File: src/sv/sdf_pkg.sv
// sdf_pkg: shared constants and types for the stream duplicate filter
// no dependencies; used by the interfaces, the comparator cell and the top level

package sdf_pkg;

    localparam int TABLE_DEPTH_DEF = 64;
    localparam int VALUE_WIDTH_DEF = 32;

    // control flags that travel with each beat along the cell chain
    typedef struct packed {
        logic vld;
        logic last;
        logic dup;
        logic stored;
    } t_flags;

endpackage

File: src/sv/sdf_in_if.sv
// sdf_in_if: input stream channel of the duplicate filter (valid/ready, value, last)
// depends on sdf_pkg for the default value width

interface sdf_in_if #(
    parameter int VALUE_WIDTH = sdf_pkg::VALUE_WIDTH_DEF
);
    logic                          valid;
    logic                          ready;
    logic signed [VALUE_WIDTH-1:0] value;
    logic                          last;

    modport source (output valid, output value, output last, input ready);
    modport sink (input valid, input value, input last, output ready);
endinterface

File: src/sv/sdf_out_if.sv
// sdf_out_if: result stream channel of the duplicate filter
// depends on sdf_pkg for the default value width

interface sdf_out_if #(
    parameter int VALUE_WIDTH = sdf_pkg::VALUE_WIDTH_DEF
);
    logic                          valid;
    logic                          ready;
    logic signed [VALUE_WIDTH-1:0] out_value;
    logic                          is_duplicate;
    logic                          out_last;
    logic                          overflow;

    modport source (output valid, output out_value, output is_duplicate,
                    output out_last, output overflow, input ready);
    modport sink (input valid, input out_value, input is_duplicate,
                  input out_last, input overflow, output ready);
endinterface

File: src/sv/sdf_cell.sv
// sdf_cell: one comparator cell of the chain, holds one table entry and one beat stage
// depends on sdf_pkg (t_flags)

module sdf_cell #(
    parameter int VALUE_WIDTH = sdf_pkg::VALUE_WIDTH_DEF
) (
    input  logic                   i_clk,
    input  logic                   i_rst_n,
    input  logic                   i_en,
    input  sdf_pkg::t_flags        i_flags,
    input  logic [VALUE_WIDTH-1:0] i_value,
    output sdf_pkg::t_flags        o_flags,
    output logic [VALUE_WIDTH-1:0] o_value,
    output logic                   o_full
);

    sdf_pkg::t_flags        r_flags;
    sdf_pkg::t_flags        n_flags;
    logic [VALUE_WIDTH-1:0] r_value;
    logic [VALUE_WIDTH-1:0] r_entry;
    logic [VALUE_WIDTH-1:0] n_entry;
    logic                   r_full;
    logic                   n_full;
    logic                   w_match;
    logic                   w_take;

    always_comb begin
        w_match = r_full && (r_entry == i_value);
        w_take  = i_flags.vld && !r_full && !i_flags.dup && !i_flags.stored;

        n_flags        = i_flags;
        n_flags.dup    = i_flags.dup | (i_flags.vld & w_match);
        n_flags.stored = i_flags.stored | w_take;

        n_full  = r_full;
        n_entry = r_entry;
        if (w_take) begin
            n_full  = 1'b1;
            n_entry = i_value;
        end
        // end of list empties the entry once the beat has passed
        if (i_flags.vld && i_flags.last) begin
            n_full = 1'b0;
        end
    end

    always_ff @(posedge i_clk) begin
        if (!i_rst_n) begin
            r_flags <= '0;
            r_full  <= 1'b0;
        end else if (i_en) begin
            r_flags <= n_flags;
            r_full  <= n_full;
        end
    end

    always_ff @(posedge i_clk) begin
        if (i_en) begin
            r_value <= i_value;
            r_entry <= n_entry;
        end
    end

    assign o_flags = r_flags;
    assign o_value = r_value;
    assign o_full  = r_full;

endmodule

File: src/sv/stream_duplicate_filter.sv
// stream_duplicate_filter: order-preserving duplicate marking over a chain of comparator cells
// depends on sdf_pkg, sdf_in_if, sdf_out_if and sdf_cell
//
//   port     dir   contents
//   i_in     in    value, last
//   o_out    out   out_value, is_duplicate, out_last, overflow
//
// one beat enters per cycle while o_out is not stalled; each result leaves after its beat has
// passed the chain of TABLE_DEPTH registered cells, one cell per table entry
// a stall on o_out freezes the whole chain; i_in.ready follows the chain enable
// synchronous active-low reset empties the table and drops all beats in flight

module stream_duplicate_filter #(
    parameter int TABLE_DEPTH = sdf_pkg::TABLE_DEPTH_DEF,
    parameter int VALUE_WIDTH = sdf_pkg::VALUE_WIDTH_DEF
) (
    input  logic     i_clk,
    input  logic     i_rst_n,
    sdf_in_if.sink   i_in,
    sdf_out_if.source o_out
);

    sdf_pkg::t_flags        w_flags [TABLE_DEPTH+1];
    logic [VALUE_WIDTH-1:0] w_value [TABLE_DEPTH+1];
    logic [TABLE_DEPTH-1:0] w_full;
    logic                   w_adv;

    assign w_adv = !w_flags[TABLE_DEPTH].vld || o_out.ready;

    always_comb begin
        w_flags[0]        = '0;
        w_flags[0].vld    = i_in.valid;
        w_flags[0].last   = i_in.last;
        w_value[0]        = i_in.value;
    end

    for (genvar g = 0; g < TABLE_DEPTH; g++) begin : g_cell
        sdf_cell #(
            .VALUE_WIDTH(VALUE_WIDTH)
        ) u_cell (
            .i_clk   (i_clk),
            .i_rst_n (i_rst_n),
            .i_en    (w_adv),
            .i_flags (w_flags[g]),
            .i_value (w_value[g]),
            .o_flags (w_flags[g+1]),
            .o_value (w_value[g+1]),
            .o_full  (w_full[g])
        );
    end

    assign i_in.ready         = w_adv;
    assign o_out.valid        = w_flags[TABLE_DEPTH].vld;
    assign o_out.out_value    = w_value[TABLE_DEPTH];
    assign o_out.is_duplicate = w_flags[TABLE_DEPTH].dup;
    assign o_out.out_last     = w_flags[TABLE_DEPTH].last;
    assign o_out.overflow     = !w_flags[TABLE_DEPTH].dup && !w_flags[TABLE_DEPTH].stored;

`ifndef SYNTH
    a_stall_holds_tail: assert property (@(posedge i_clk) disable iff (!i_rst_n)
        !w_adv |=> $stable(w_flags[TABLE_DEPTH]) && $stable(w_value[TABLE_DEPTH]))
        else $error("result stage changed during stall");

    a_last_empties_head: assert property (@(posedge i_clk) disable iff (!i_rst_n)
        (w_adv && i_in.valid && i_in.last) |=> !w_full[0])
        else $error("head entry still held after end of list");

    a_new_fills_head: assert property (@(posedge i_clk) disable iff (!i_rst_n)
        (w_adv && i_in.valid && !i_in.last && !w_full[0]) |=> w_full[0])
        else $error("first beat of list not stored in head entry");
`endif

endmodule
File: src/flat_wrapper.sv
// flat-port wrapper written by rule: the top's interface ports become plain ports
module stream_duplicate_filter_flat 
#(
    parameter int TABLE_DEPTH = sdf_pkg::TABLE_DEPTH_DEF,
    parameter int VALUE_WIDTH = sdf_pkg::VALUE_WIDTH_DEF
)
  (i_clk, i_rst_n, i_in_valid, i_in_value, i_in_last, i_in_ready, o_out_valid, o_out_out_value, o_out_is_duplicate, o_out_out_last, o_out_overflow, o_out_ready);
  sdf_in_if #(.VALUE_WIDTH(VALUE_WIDTH)) i_in_i ();
  sdf_out_if #(.VALUE_WIDTH(VALUE_WIDTH)) o_out_i ();
  input  logic i_clk;
  input  logic i_rst_n;
  input wire logic [$bits(i_in_i.valid)-1:0] i_in_valid;
  input wire logic [$bits(i_in_i.value)-1:0] i_in_value;
  input wire logic [$bits(i_in_i.last)-1:0] i_in_last;
  output wire logic [$bits(i_in_i.ready)-1:0] i_in_ready;
  output wire logic [$bits(o_out_i.valid)-1:0] o_out_valid;
  output wire logic [$bits(o_out_i.out_value)-1:0] o_out_out_value;
  output wire logic [$bits(o_out_i.is_duplicate)-1:0] o_out_is_duplicate;
  output wire logic [$bits(o_out_i.out_last)-1:0] o_out_out_last;
  output wire logic [$bits(o_out_i.overflow)-1:0] o_out_overflow;
  input wire logic [$bits(o_out_i.ready)-1:0] o_out_ready;
  assign i_in_i.valid = i_in_valid;
  assign i_in_i.value = i_in_value;
  assign i_in_i.last = i_in_last;
  assign i_in_ready = i_in_i.ready;
  assign o_out_valid = o_out_i.valid;
  assign o_out_out_value = o_out_i.out_value;
  assign o_out_is_duplicate = o_out_i.is_duplicate;
  assign o_out_out_last = o_out_i.out_last;
  assign o_out_overflow = o_out_i.overflow;
  assign o_out_i.ready = o_out_ready;
  stream_duplicate_filter #(.TABLE_DEPTH(TABLE_DEPTH), .VALUE_WIDTH(VALUE_WIDTH)) u_core (.i_clk(i_clk), .i_rst_n(i_rst_n), .i_in(i_in_i), .o_out(o_out_i));
endmodule
File: config.mk
export PLATFORM = sky130hd
export DESIGN_NAME = stream_duplicate_filter_flat
export DESIGN_NICKNAME = d
export VERILOG_FILES = /design/src/sv/sdf_pkg.sv /design/src/sv/sdf_in_if.sv /design/src/sv/sdf_out_if.sv /design/src/sv/sdf_cell.sv /design/src/sv/stream_duplicate_filter.sv /design/src/flat_wrapper.sv
export SDC_FILE = /design/constraint.sdc
export NUM_CORES = 2
export LEC_CHECK = 0
export BUFFER_PORTS_ARGS = -buffer_cell sky130_fd_sc_hd__buf_2
export CORE_MARGIN = 5
export CORE_UTILIZATION = 63
export CTS_CLUSTER_SIZE = 14
export DETAILED_ROUTE_END_ITERATION = 10
export PLACE_DENSITY = 0.77
export SLEW_MARGIN = 20
export SYNTH_ARGS = -nofsm -noshare
export SYNTH_HDL_FRONTEND = slang
export SYNTH_SLANG_ARGS = --single-unit
File: constraint.sdc
create_clock -name i_clk -period 44.9 [get_ports i_clk]
set_clock_uncertainty 0.1 [all_clocks]
set_input_delay 6.735 -clock i_clk [delete_from_list [all_inputs] [get_ports i_clk]]
set_output_delay 6.735 -clock i_clk [all_outputs]
set_load 0.01 [all_outputs]
Word level (Yosys, flattened, before mapping):

Index checks and enable logic that the tools add are counted.
W data, S select, Z words.

* register bits after elaboration: 4416
* input port bits: 37
* output and inout bits: 37
* logic and storage cells: 1535

* eq/ne operators: 64
* mux-type cells: 128
* bitwise operators: 190
* reduce and logical (&&, ||, !) cells: 705

Operators with widths (count)
* $eq A32 B32 Y1: 64
* $logic_and A1 B1 Y1: 319
* $reduce_and A2 Y1: 128
* $logic_not A1 Y1: 193
* $mux W1: 128
* $reduce_bool A2 Y1: 64
* $or A1 B1 Y1: 126
* $and A1 B1 Y1: 64
* $logic_or A1 B1 Y1: 1

Logic depth before layout (Yosys ltp):

* depth in word-level cells: 6
* mapped depth: 10
* gate-level depth less buffers: 6

Modules after synthesis:

A second synthesis with hierarchy kept.

* cells, all modules: 8195
* area total of the unflattened synthesis: 158645.9 sq um

By module, submodules not included
* sdf_cell: times used 64, cells an instance 128, area each 2478.6 sq um, seq. area each 2021.9 sq um
* stream_duplicate_filter: times used 1, cells an instance 3, area each 13.8 sq um, seq. area each 0.0 sq um

Worst setup path after synthesis:

OpenSTA, ideal clock, no wires.

* path type: input to output
* start: in o_out_ready
* end: out i_in_ready
* arrival time: 30803 ps
* data required time: 38065 ps
* setup slack: 7262 ps
* stages on the path: 6
* buffers on the path: 4
* cells stage by stage: nor2b_4 -> buf_6 -> inv_2 -> buf_4 -> buf_2 -> buf_2

* cells in the longest elaborated chain, start to end: 1

Ends and longest elaborated chain
* from (decl): line flat_wrapper.sv:21 `input wire logic [$bits(o_out_i.ready)-1:0] o_out_ready;`
* $logic_or A1 B1 Y1: line stream_duplicate_filter.sv:28 `assign w_adv = !w_flags[TABLE_DEPTH].vld || o_out.ready;`
* to (decl): line flat_wrapper.sv:15 `output wire logic [$bits(i_in_i.ready)-1:0] i_in_ready;`

Every way passes these cells.

Worst setup path after layout:

Ends and elaborated chain as after synthesis.

==> flow_summary.toml <==
[synth]
syn_area_um2 = 159000
synthTopCellsByArea = "sky130_fd_sc_hd__edfxtp_1 (78%), sky130_fd_sc_hd__xnor2_1 (7.7%), sky130_fd_sc_hd__dfxtp_1 (4.0%), sky130_fd_sc_hd__xor2_1 (3.5%), sky130_fd_sc_hd__nand4_1 (1.7%)"
synthesis.instances = 8441
yosys.area_share.adder_pct = 0
synth.most_common_cell = "sky130_fd_sc_hd__edfxtp_1"
synth_largest_area_cell = "sky130_fd_sc_hd__edfxtp_1"
ys_dominant_reg_cell = "sky130_fd_sc_hd__edfxtp_1"
synth_area_per_cell_um2 = 18.8
synth_sequential_area_ratio_pct = 81.6
postSynthRegisterBits = 4416
dominant_combinational_cell_family_by_area_after_synthesis = "XOR/XNOR gates"
syn_nets = 8478
netlist_top_cells_count = "sky130_fd_sc_hd__edfxtp_1 (4096), sky130_fd_sc_hd__xnor2_1 (1401), sky130_fd_sc_hd__xor2_1 (641)"
synth_cell_type_count = 37
yosys_top_cell_area_share_pct = 77.6
yosysWarnings = 0
fraction_of_the_mapped_netlist_area_in_compound_gates_pct = 1.60
synth_async_reset_ratio_pct = 0
synth.mux.area_fraction_pct = 0
synth_simple_gate_area_share_pct = 5.20
synth_enable_flop_cells = 4096
post_synth_xor_area_fraction_pct = 11.3

[final_layout]
final_nets = 8975
fin_area_um2 = 177000
post_route_cells_drive_above_1_share_pct = 9.18
layout_cells_excl_fill = 12600
num-fill-cells = 14300
area.growth.synth_to_final_pct = 11.9

[clock_tree]
clock_tree_from_tritoncts = "done"
clkLatencyLatePin_ps = 980
cts.repair.resized = 0
clk_root_buffer_cell = "sky130_fd_sc_hd__clkbuf_16"
numCtsBuffers = 426
cts_sinks = 4416
postCtsHoldBufs = 0
cts_htree_levels = 5
clock_slew_seen_by_the_registers_of_the_worst_setup_and_hold_paths_ps = 60
cts_setup_buffers = 0
cts_buffer_depth = 4

[placed_design]
placed_cell_area_um2 = 164000
routabilityCongestion = 0.808
portBuffers = 73
sum_of_net_half_perimeters_after_detailed_placement_um = 191000
number_of_instances_in_the_placed_design = 11900

[grt]
first_global_vias = 75500
met3_use_gr_pct = 3.03
grt_pass1_wl_um = 460000
grt_util_met2_pct = 37.8
global_route.peak_usage_layer = "met2"
grt_remaining_overflow = 0
gr_util_all_layers_pct = 22.6
grt.met1_usage_pct = 31.8
grt_max_degree = 194
grt_antenna_before_repair = 6

[sta]
rsz_0062_raised_after_global_routing = "no"
fin_crit_ps = 14850
timing.final.setup_violations = 0
max_slew.worst_pin.slew_ps = 1100
timing.slew.headroom_pct = 26.3
totalNegativeSetupSlack_ps = 0
timing_hold_violations_final = 0
fmax_mhz = 67.3
final.period_utilization_pct = 33.1
timing_max_transition_violations_final = 0

[routing]
ant_nets = 0
detail_route.wl_per_cell_um = 23.7
route.vias.total = 74200
totalWireLength_um = 299000
drt_iter0_drc = 7358
via_per_inst = 5.88
drt_first_pass_iters = 5
drc = 0

[setup_path]
critical_path_peak_fanout = 53
crit_required_ps = 38070
worst_setup_path_start_kind = "input pin"
critical_path_class = "input pin to output pin"
cp_data_arrival_time_ps = 8020
critical_path.endpoint_type = "output pin"

[floorplan]
floorplan.die_area_um2 = 262000
die_x_um = 512
floorplan.initialDensity_pct = 63.2
io_pins = 74
std_cell_rows = 184
floorplan.die.height_um = 512
core-area_um2 = 251000

[pwr]
vdd.ir_drop.worst_mv = 0.0426
total_leakage_power_nw = 61.2
power_density_nw_per_um2 = 46.4
finalPower_mw = 8.24

[hold_path]
min-delay-path-class = "flip-flop to flip-flop"

[flow_run]
drv.max_cap_violation_count = 0

[outcome]
result_of_the_run = "finished, final reports clean"
==> cells by family after synthesis <==
kind of cell           after synthesis
AO/OA/AOI/OAI                      329
XOR/XNOR                          2042
buffers and inverters              114
flip-flops                        4416
AND/OR/NAND/NOR                   1540
==> path summary, 6_finish.rpt <==
kind                                   startpoint                              endpoint  slack, ps  cells after the start
min          u_core.g_cell[43].u_cell.o_value[21]  u_core.g_cell[44].u_cell.o_value[21]        360                      0
max                                   o_out_ready                            i_in_ready      30050                      5
max reg2reg   u_core.g_cell[63].u_cell.o_flags[3]  u_core.g_cell[30].u_cell.r_entry[25]      39440                     10
min reg2reg  u_core.g_cell[43].u_cell.o_value[21]  u_core.g_cell[44].u_cell.o_value[21]        360                      0
==> state kept, by name, indices dropped and copies added, names as in the netlist <==
signal and count:
u_core.g_cell.u_cell.o_value 2048, u_core.g_cell.u_cell.o_flags 256, u_core.g_cell.u_cell.r_entry 2048, u_core.g_cell.u_cell.o_full 64
==> per-layer routing <==
layer	share of wire [%]	up-vias
met4	2.6	4
met2	51	2533
met5	0.0087	-
li1	-	33100
met1	41	38100
met3	5.6	520
==> where the power goes <==
part	internal, mW	total [mW]	leakage (nW)	switching (mW)
Clock	2.01	3.47	6.65	1.46
Combinational	0.0520	0.0990	10.3	0.0469
Sequential	4.57	4.67	44.3	0.104
==> cells in the final DEF, fill, tap and decap left out, types with 4 or more instances in the layout <==
master / Yosys / final
sky130_fd_sc_hd__a21boi_0: 127 / 127
sky130_fd_sc_hd__a22o_1: 59 / 59
sky130_fd_sc_hd__buf_12: 0 / 7
sky130_fd_sc_hd__buf_2: 26 / 72
sky130_fd_sc_hd__buf_4: 6 / 94
sky130_fd_sc_hd__bufinv_16: 0 / 39
sky130_fd_sc_hd__clkbuf_1: 65 / 92
sky130_fd_sc_hd__clkbuf_16: 0 / 427
sky130_fd_sc_hd__clkbuf_8: 0 / 24
sky130_fd_sc_hd__clkinv_1: 0 / 71
sky130_fd_sc_hd__clkinv_2: 0 / 80
sky130_fd_sc_hd__clkinvlp_4: 0 / 10
sky130_fd_sc_hd__dfxtp_1: 320 / 320
sky130_fd_sc_hd__edfxtp_1: 4096 / 4096
sky130_fd_sc_hd__inv_1: 6 / 6
sky130_fd_sc_hd__inv_16: 0 / 4
sky130_fd_sc_hd__inv_6: 0 / 6
sky130_fd_sc_hd__nand2_1: 453 / 453
sky130_fd_sc_hd__nand2b_1: 4 / 4
sky130_fd_sc_hd__nand3_1: 65 / 65
sky130_fd_sc_hd__nand4_1: 431 / 431
sky130_fd_sc_hd__nor2_1: 68 / 67
sky130_fd_sc_hd__nor3_1: 125 / 125
sky130_fd_sc_hd__nor3b_1: 61 / 60
sky130_fd_sc_hd__nor4_1: 318 / 256
sky130_fd_sc_hd__nor4_2: 10 / 71
sky130_fd_sc_hd__o211a_1: 63 / 63
sky130_fd_sc_hd__o21ai_0: 70 / 70
sky130_fd_sc_hd__xnor2_1: 1401 / 1401
sky130_fd_sc_hd__xor2_1: 641 / 641
==> layout make-up <==
type | count | area (um2) | share of cell area [%]
antenna | 1 | 2.50 | 0.00141
sequential | 4416 | 129000 | 72.9
clock inverter | 218 | 2190 | 1.23
clock buffer | 543 | 11400 | 6.40
tap | 3348 | 4190 | 2.36
multi-input combinational | 3911 | 29100 | 16.4
timing repair buffer | 176 | 1240 | 0.701
inverter | 7 | 33.8 | 0.0190
==> metrics by stage <==
step	worst slack (ps)	utilization, %	hold slack [ps]
2_1_floorplan	7260	-	355
3_3_place_gp	30080	65.3	354
3_5_place_dp	30070	65.3	373
4_1_cts	30060	70.7	354
5_1_grt	30010	70.7	364
6_report	30050	70.7	355
==> critical path: stages <==
cell and delay (ps):
sky130_fd_sc_hd__buf_2 120, sky130_fd_sc_hd__nor2b_4 100, sky130_fd_sc_hd__buf_4 560, sky130_fd_sc_hd__inv_8 190
sky130_fd_sc_hd__buf_2 220
Power figures use the tool's default switching activity.
